## config.mk

```make
export PLATFORM = sky130hd
export DESIGN_NAME = alpha_over_blend
export DESIGN_NICKNAME = d
export VERILOG_FILES = /design/src/rtl/core/aob_pkg.sv /design/src/rtl/core/alpha_over_blend.sv /design/src/rtl/core/aob_prep.sv /design/src/rtl/core/aob_div_cell.sv
export SDC_FILE = /design/constraint.sdc
export NUM_CORES = 2
export LEC_CHECK = 0
export BUFFER_PORTS_ARGS = -buffer_cell sky130_fd_sc_hd__buf_4
export CORE_MARGIN = 2
export CORE_UTILIZATION = 47
export DETAILED_ROUTE_END_ITERATION = 10
export GPL_ROUTABILITY_DRIVEN = 0
export PLACE_DENSITY_LB_ADDON = 0.05
export SYNTH_ARGS = -nofsm -noshare
export SYNTH_HDL_FRONTEND = slang
export SYNTH_SLANG_ARGS = --single-unit
```

## constraint.sdc

```tcl
create_clock -name clock -period 9.85 [get_ports clock]
set_clock_uncertainty 0.05 [all_clocks]
set_input_delay 0 -clock clock [delete_from_list [all_inputs] [get_ports clock]]
set_output_delay 0 -clock clock [all_outputs]
set_load 0.01 [all_outputs]
```

## src/rtl/core/aob_pkg.sv

```systemverilog
package aob_pkg;

   // Field and datapath widths
   localparam int unsigned CHAN_W      = 8;
   localparam int unsigned NUM_CHAN    = 3;
   localparam int unsigned NUM_W       = 24;  // 255 * 65025 fits in 24 bits
   localparam int unsigned DIV_W       = 16;  // k <= 65025
   localparam int unsigned QUO_BITS    = 8;   // one quotient bit per cell
   localparam int unsigned PREP_STAGES = 2;
   localparam int unsigned LATENCY     = PREP_STAGES + QUO_BITS + 1;

   localparam logic [CHAN_W-1:0] FULL_OPACITY = 8'hFF;
   localparam logic [CHAN_W-1:0] ZERO_OPACITY = 8'h00;

   // floor(x / 255) == (x * 32897) >> 23 for every 16-bit x
   localparam int unsigned       RECIP_W     = 17;
   localparam logic [RECIP_W-1:0] RECIP_255  = 17'd32897;
   localparam int unsigned       RECIP_SHIFT = 23;
   localparam int unsigned       PROD_W      = DIV_W + RECIP_W;

   // Lane order inside the divider
   localparam int unsigned LANE_RED   = 0;
   localparam int unsigned LANE_GREEN = 1;
   localparam int unsigned LANE_BLUE  = 2;

   typedef struct packed {
      logic [CHAN_W-1:0] red;
      logic [CHAN_W-1:0] green;
      logic [CHAN_W-1:0] blue;
      logic [CHAN_W-1:0] alpha;
   } aob_pixel_type;

   // Payload handed from cell to cell
   typedef struct packed {
      logic [NUM_CHAN-1:0][NUM_W-1:0]    rem;
      logic [NUM_CHAN-1:0][QUO_BITS-1:0] quo;
      logic [DIV_W-1:0]                  divisor;
      logic                              bypass;
      aob_pixel_type                     pix;   // bypass pixel, or blended alpha
   } aob_div_type;

endpackage

```

## src/rtl/core/alpha_over_blend.sv

```systemverilog
// Non-premultiplied RGBA8 "over" compositor. An item is taken on every clock
// at which start is high; busy is always low, so a new pixel may enter every
// cycle. Each result appears on the rsp_ ports for one cycle with rsp_valid
// high, after its item has passed the weight and numerator registers, 8
// divider cells that each settle one quotient bit for all three color
// channels, and one output register. Results come out in input order
// and cannot be held off; the receiver must take each one when it appears.
module alpha_over_blend
   import aob_pkg::*;
(
   input  logic              clock,
   input  logic              reset,
   input  logic              start,
   output logic              busy,
   input  logic [CHAN_W-1:0] req_back_red,
   input  logic [CHAN_W-1:0] req_back_green,
   input  logic [CHAN_W-1:0] req_back_blue,
   input  logic [CHAN_W-1:0] req_back_alpha,
   input  logic [CHAN_W-1:0] req_front_red,
   input  logic [CHAN_W-1:0] req_front_green,
   input  logic [CHAN_W-1:0] req_front_blue,
   input  logic [CHAN_W-1:0] req_front_alpha,
   output logic              rsp_valid,
   output logic [CHAN_W-1:0] rsp_out_red,
   output logic [CHAN_W-1:0] rsp_out_green,
   output logic [CHAN_W-1:0] rsp_out_blue,
   output logic [CHAN_W-1:0] rsp_out_alpha
);

   aob_pixel_type back_pix;
   aob_pixel_type front_pix;
   logic          accept;

   // Fully pipelined: never busy
   assign busy   = 1'b0;
   assign accept = start && !busy;

   assign back_pix  = '{red: req_back_red, green: req_back_green,
                        blue: req_back_blue, alpha: req_back_alpha};
   assign front_pix = '{red: req_front_red, green: req_front_green,
                        blue: req_front_blue, alpha: req_front_alpha};

   // Chain of divider cells, MSB of the quotient first
   logic        cell_valid [QUO_BITS+1];
   aob_div_type cell_data  [QUO_BITS+1];

   aob_prep u_prep (
      .clock     (clock),
      .reset     (reset),
      .in_valid  (accept),
      .back      (back_pix),
      .front     (front_pix),
      .out_valid (cell_valid[0]),
      .out_data  (cell_data[0])
   );

   for (genvar g = 0; g < QUO_BITS; g++) begin : g_cell
      aob_div_cell #(
         .BIT (QUO_BITS - 1 - g)
      ) u_cell (
         .clock     (clock),
         .reset     (reset),
         .in_valid  (cell_valid[g]),
         .in_data   (cell_data[g]),
         .out_valid (cell_valid[g+1]),
         .out_data  (cell_data[g+1])
      );
   end

   // Output register: quotients or the bypass pixel
   logic          rsp_valid_ff, rsp_valid_in;
   aob_pixel_type rsp_pix_ff,   rsp_pix_in;
   aob_div_type   last;

   assign last = cell_data[QUO_BITS];

   always_comb begin
      rsp_valid_in = cell_valid[QUO_BITS];
      if (last.bypass) begin
         rsp_pix_in = last.pix;
      end else begin
         rsp_pix_in.red   = last.quo[LANE_RED];
         rsp_pix_in.green = last.quo[LANE_GREEN];
         rsp_pix_in.blue  = last.quo[LANE_BLUE];
         rsp_pix_in.alpha = last.pix.alpha;
      end
   end

   always_ff @(posedge clock) begin
      if (reset) begin
         rsp_valid_ff <= 1'b0;
      end else begin
         rsp_valid_ff <= rsp_valid_in;
      end
   end

   always_ff @(posedge clock) begin
      rsp_pix_ff <= rsp_pix_in;
   end

   assign rsp_valid     = rsp_valid_ff;
   assign rsp_out_red   = rsp_pix_ff.red;
   assign rsp_out_green = rsp_pix_ff.green;
   assign rsp_out_blue  = rsp_pix_ff.blue;
   assign rsp_out_alpha = rsp_pix_ff.alpha;

   // Every taken item yields a result after the fixed latency
   a_latency: assert property (@(posedge clock) disable iff (reset)
      accept |-> ##LATENCY rsp_valid)
      else $error("result missing after pipeline latency");
   // Opaque front gives full alpha
   a_opaque: assert property (@(posedge clock) disable iff (reset)
      rsp_valid && $past(req_front_alpha, LATENCY) == FULL_OPACITY
      |-> rsp_out_alpha == FULL_OPACITY)
      else $error("opaque front did not give full alpha");
   // Transparent front passes the back alpha through
   a_clear: assert property (@(posedge clock) disable iff (reset)
      rsp_valid && $past(req_front_alpha, LATENCY) == ZERO_OPACITY
      |-> rsp_out_alpha == $past(req_back_alpha, LATENCY))
      else $error("transparent front changed back alpha");

endmodule

```

## src/rtl/core/aob_prep.sv

```systemverilog
module aob_prep
   import aob_pkg::*;
(
   input  logic          clock,
   input  logic          reset,
   input  logic          in_valid,
   input  aob_pixel_type back,
   input  aob_pixel_type front,
   output logic          out_valid,
   output aob_div_type   out_data
);

   // Stage 1: alpha weights, bypass decision
   logic          s1_valid_ff,  s1_valid_in;
   aob_pixel_type s1_back_ff,   s1_back_in;
   aob_pixel_type s1_front_ff,  s1_front_in;
   logic [DIV_W-1:0] s1_wb_ff,  s1_wb_in;
   logic [DIV_W-1:0] s1_wf_ff,  s1_wf_in;
   logic          s1_bypass_ff, s1_bypass_in;
   aob_pixel_type s1_pix_ff,    s1_pix_in;

   always_comb begin
      s1_valid_in  = in_valid;
      s1_back_in   = back;
      s1_front_in  = front;
      s1_wb_in     = DIV_W'(back.alpha) * DIV_W'(FULL_OPACITY - front.alpha);
      s1_wf_in     = DIV_W'(front.alpha) * DIV_W'(FULL_OPACITY);
      s1_bypass_in = (front.alpha == ZERO_OPACITY) || (front.alpha == FULL_OPACITY);
      if (front.alpha == ZERO_OPACITY) begin
         s1_pix_in = back;
      end else begin
         s1_pix_in       = front;
         s1_pix_in.alpha = FULL_OPACITY;
      end
   end

   always_ff @(posedge clock) begin
      if (reset) begin
         s1_valid_ff <= 1'b0;
      end else begin
         s1_valid_ff <= s1_valid_in;
      end
   end

   always_ff @(posedge clock) begin
      s1_back_ff   <= s1_back_in;
      s1_front_ff  <= s1_front_in;
      s1_wb_ff     <= s1_wb_in;
      s1_wf_ff     <= s1_wf_in;
      s1_bypass_ff <= s1_bypass_in;
      s1_pix_ff    <= s1_pix_in;
   end

   // Stage 2: numerators, divisor k and blended alpha k / 255
   logic             s2_valid_ff, s2_valid_in;
   aob_div_type      s2_data_ff,  s2_data_in;
   logic [DIV_W-1:0] k_sum;
   logic [PROD_W-1:0] alpha_prod;

   always_comb begin
      k_sum      = s1_wb_ff + s1_wf_ff;
      alpha_prod = PROD_W'(k_sum) * PROD_W'(RECIP_255);
      s2_valid_in = s1_valid_ff;
      s2_data_in.rem[LANE_RED]   = NUM_W'(s1_back_ff.red)    * NUM_W'(s1_wb_ff)
                                 + NUM_W'(s1_front_ff.red)   * NUM_W'(s1_wf_ff);
      s2_data_in.rem[LANE_GREEN] = NUM_W'(s1_back_ff.green)  * NUM_W'(s1_wb_ff)
                                 + NUM_W'(s1_front_ff.green) * NUM_W'(s1_wf_ff);
      s2_data_in.rem[LANE_BLUE]  = NUM_W'(s1_back_ff.blue)   * NUM_W'(s1_wb_ff)
                                 + NUM_W'(s1_front_ff.blue)  * NUM_W'(s1_wf_ff);
      s2_data_in.quo     = '0;
      s2_data_in.divisor = k_sum;
      s2_data_in.bypass  = s1_bypass_ff;
      s2_data_in.pix     = s1_pix_ff;
      if (!s1_bypass_ff) begin
         s2_data_in.pix.alpha = alpha_prod[RECIP_SHIFT +: CHAN_W];
      end
   end

   always_ff @(posedge clock) begin
      if (reset) begin
         s2_valid_ff <= 1'b0;
      end else begin
         s2_valid_ff <= s2_valid_in;
      end
   end

   always_ff @(posedge clock) begin
      s2_data_ff <= s2_data_in;
   end

   assign out_valid = s2_valid_ff;
   assign out_data  = s2_data_ff;

endmodule

```

## src/rtl/core/aob_div_cell.sv

```systemverilog
module aob_div_cell
   import aob_pkg::*;
#(
   parameter int unsigned BIT = 0
)
(
   input  logic        clock,
   input  logic        reset,
   input  logic        in_valid,
   input  aob_div_type in_data,
   output logic        out_valid,
   output aob_div_type out_data
);

   logic        valid_ff, valid_in;
   aob_div_type data_ff,  data_in;
   logic [NUM_W-1:0] in_d;
   logic [NUM_W-1:0] out_d;
   logic [NUM_CHAN-1:0][NUM_W:0] diff;

   // One restoring-division step per lane: try k << BIT
   always_comb begin
      in_d     = NUM_W'(in_data.divisor) << BIT;
      valid_in = in_valid;
      data_in  = in_data;
      for (int c = 0; c < NUM_CHAN; c++) begin
         diff[c] = {1'b0, in_data.rem[c]} - {1'b0, in_d};
         data_in.quo[c] = {in_data.quo[c][QUO_BITS-2:0], ~diff[c][NUM_W]};
         if (!diff[c][NUM_W]) begin
            data_in.rem[c] = diff[c][NUM_W-1:0];
         end
      end
   end

   always_ff @(posedge clock) begin
      if (reset) begin
         valid_ff <= 1'b0;
      end else begin
         valid_ff <= valid_in;
      end
   end

   always_ff @(posedge clock) begin
      data_ff <= data_in;
   end

   assign out_valid = valid_ff;
   assign out_data  = data_ff;
   assign out_d     = NUM_W'(data_ff.divisor) << BIT;

   // After this step every remainder of a non-bypass item is below the divisor weight of this bit
   a_rem_red: assert property (@(posedge clock) disable iff (reset)
      out_valid && !out_data.bypass |-> out_data.rem[LANE_RED] < out_d)
      else $error("red remainder not reduced");
   a_rem_green: assert property (@(posedge clock) disable iff (reset)
      out_valid && !out_data.bypass |-> out_data.rem[LANE_GREEN] < out_d)
      else $error("green remainder not reduced");
   a_rem_blue: assert property (@(posedge clock) disable iff (reset)
      out_valid && !out_data.bypass |-> out_data.rem[LANE_BLUE] < out_d)
      else $error("blue remainder not reduced");

endmodule

```

==> impl_metrics.json <==
{
  "fmax_mhz": 137,
  "ys_ff_latch": 1265,
  "tns_ns": 0,
  "crit_slowest_cell": "dfxtp_1",
  "track_usage_pct": 25.3,
  "first_global_vias": 54945,
  "crit_path_max_fanout": 16,
  "cts_tree": "yes",
  "first_pass_iters": 6,
  "crit_top_cell": "fa_1",
  "worstHoldStart": "req_front_alpha[3]",
  "gr-total-overflow": 0,
  "ys_top_cells_by_area": "dfxtp_1, fa_1, ha_1",
  "drive_gt1_share_pct": 8.08,
  "start_util_pct": 47.2,
  "hp-class": "in2reg",
  "multi_input_area_um2": 46600,
  "drcViolationCount": 0,
  "wl_per_cell_um": 20.1,
  "routed_wl_um": 207000,
  "port_buffers": 99,
  "period_share_pct": 73.9,
  "cp.arrival_ns": 7.89,
  "nets": 9533,
  "end_kind": "flop",
  "hold_buffers": 127,
  "die-height_um": 408,
  "syn_inst": 7751,
  "drt-initial-drc-count": 3071,
  "cpPeakStageDelay_ns": 0.89,
  "hpwlAfterDp_um": 164000,
  "route.antenna.remaining_nets": 0,
  "min_period_ns": 7.28,
  "rsz0062_at_grt": "false",
  "synth.largest_area_cell": "dfxtp_1",
  "vias": 53263,
  "core_area_um2": 162000,
  "hold_viol": 0,
  "cts_buffers": 141,
  "outcome": "finished clean",
  "syn_area_per_cell_um2": 9.87,
  "r2r.worst_path.cells": 21,
  "path_class": "reg2reg",
  "cap_violations": 0,
  "synth_top_area_share_pct": 33.1,
  "ys.warnings.count": 0,
  "clk_latency_ns": 0.80,
  "grt_max_degree": 33,
  "path_buf_inv": 5,
  "rr_startpoint": "u_prep.s1_wb_ff[3]$_DFF_P_",
  "die_w_um": 408,
  "regArea_um2": 25300,
  "ys_seq_area_share_pct": 33.1,
  "synthFlopType": "dfxtp_1",
  "antenna_found_initial": 4,
  "cts.sinks": 1265,
  "cts-root-buf": "clkbuf_16",
  "synth_cell_types": 81,
  "worst_pin_slew_ns": 0.997,
  "path_clk_slew_ns": 0.06,
  "synth_edf_count": 0,
  "syn-num-nets": 9280,
  "synth_area_um2": 76500,
  "slew_headroom_pct": 32.7,
  "maxSlewViolCount": 0,
  "area_delta_synth_final_pct": 12.7,
  "setup_violations": 0,
  "post-cts-setup-buffers": 0,
  "row_count": 148,
  "r2r_slack_ns": 2.57,
  "cts.repair.resized": 0,
  "critical_path.top_delay_family": "adder cells",
  "worst_setup_path_start_kind": "flop",
  "htree_levels": 4,
  "min_path_cells": 6,
  "grt_pass1_wl_um": 323000,
  "critical_path.cell_chain": "buf_4 > and2_1 > fa_1 > inv_1 > fa_1 > fa_1 > inv_1 > fa_1 > fa_1 > inv_1 > fa_1 > inv_1 > ha_1 > nor3_1 > nor2b_1 > o31ai_1 > a221oi_1 > nor3_1 > a2111oi_0 > a21oi_1 > xnor2_1",
  "hold_end": "u_prep.s1_wf_ff[4]$_DFF_P_",
  "cp.required_ns": 10.46,
  "synthArstFlopShare_pct": 0,
  "die-area_um2": 166000,
  "clockBufferDepth": 3,
  "r2r-end": "u_prep.out_data[96]$_DFF_P_",
  "n_fill_cell": 14684,
  "ioPinCount": 101,
  "via_per_inst": 5.17
}
-- worst max-delay path by stage --
stage | startpoint | end | cells past startpoint
after floorplan | u_prep.s1_back_ff[25]$_DFF_P_ | u_prep.out_data[96]$_DFF_P_ | 18
after global placement | u_prep.s1_wb_ff[3]$_DFF_P_ | u_prep.out_data[96]$_DFF_P_ | 21
after detailed placement | u_prep.s1_wb_ff[3]$_DFF_P_ | u_prep.out_data[96]$_DFF_P_ | 21
after CTS | u_prep.s1_wb_ff[3]$_DFF_P_ | u_prep.out_data[96]$_DFF_P_ | 21
after global routing | u_prep.s1_wb_ff[3]$_DFF_P_ | u_prep.out_data[96]$_DFF_P_ | 21
final | u_prep.s1_wb_ff[3]$_DFF_P_ | u_prep.out_data[96]$_DFF_P_ | 21
-- flip-flops by register name (all words and copies together), names as in the netlist --
| register | flops |
|---|---|
| g_cell.u_cell.out_data | 988 |
| g_cell.u_cell.out_valid | 8 |
| rsp_out_alpha | 8 |
| rsp_out_blue | 8 |
| rsp_out_green | 8 |
| rsp_out_red | 8 |
| rsp_valid | 1 |
| u_prep.out_data | 121 |
| u_prep.out_valid | 1 |
| u_prep.s1_back_ff | 24 |
| u_prep.s1_bypass_ff | 1 |
| u_prep.s1_front_ff | 24 |
| u_prep.s1_pix_ff | 32 |
| u_prep.s1_valid_ff | 1 |
| u_prep.s1_wb_ff | 16 |
| u_prep.s1_wf_ff | 16 |
-- cell usage in the layout (no fill, tap or decap), types with 165 or more instances in the layout --
cell type	n
and2_1	351
mux2_2	169
o21ai_0	293
dfxtp_1	1264
fa_1	712
nor2_1	362
xnor2_1	248
buf_4	165
nand2_1	739
inv_1	1037
ha_1	750
a21oi_1	330
-- final cells by class --
type / instances / area share (%)
flip-flops and latches: 1265 / 29.4
well taps: 2175 / 3.16
clock inverters: 81 / 1.48
repair buffers: 292 / 2.91
clock buffers: 178 / 4.47
multi-input cells: 5264 / 54.1
inverters: 1040 / 4.53
diodes: 1 / 0.00290
-- synth_stat cells (all sizes together), types with 37 or more instances --
master  number
dfxtp     1265
inv       1038
ha         750
nand2      739
fa         712
nor2       364
and2       351
a21oi      331
o21ai      298
xnor2      248
mux2       175
clkbuf     171
xor2       135
nor2b      125
o21a       114
nor3       110
a21o       104
nand2b      82
nand3       70
or3         51
a21boi      39
a211oi      37
-- logic make-up after synthesis --
kind of cell	after synthesis	share of synthesized area, %
AOI/OAI and AO/OA	1180	9.80
xor gates and xnor gates	383	4.38
adders and majority gates	1462	30.9
buffers and inverters	1222	6.03
DFF	1265	33.1
muxes	195	2.87
other	1	0.00490
and+or+nand+nor	2043	12.9
-- routing by layer --
layer / GRT usage (%) / vias to the layer above / wire, µm
met3: 2.87 / 306 / 6970
met4: 9.67 / 0 / 8430
li1: - / 25767 / -
met5: 0 / - / 0
met2: 44.8 / 1040 / 104000
met1: 31.5 / 26150 / 87900
-- through the flow --
step	utilization (%)	std cells	worst slack (ns)	instance area [µm²]	hold WS, ns
2_1_floorplan	-	7751	3.80	76500	-0.0223
6_report	53.2	10296	2.57	86200	0.118
3_3_place_gp	49.2	9909	2.82	79800	0.0628
5_1_grt	53.2	10295	2.11	86200	0.115
3_5_place_dp	49.2	9909	2.67	79800	0.0634
4_1_cts	53.2	10295	2.64	86200	0.0631
-- worst reg2reg max path, stage by stage, from the launching register on --
cell,delay (ns)
dfxtp_1,0.89
buf_4,0.34
and2_1,0.17
fa_1,0.42
inv_1,0.08
fa_1,0.43
fa_1,0.51
inv_1,0.05
fa_1,0.50
fa_1,0.50
inv_1,0.05
fa_1,0.47
inv_1,0.04
ha_1,0.20
nor3_1,0.29
nor2b_1,0.31
o31ai_1,0.23
a221oi_1,0.47
nor3_1,0.12
a2111oi_0,0.70
a21oi_1,0.16
xnor2_1,0.17
Power is left out: the tool's default activity adds up to more than one toggle a clock period on the data nets, which glitch-free logic cannot reach.
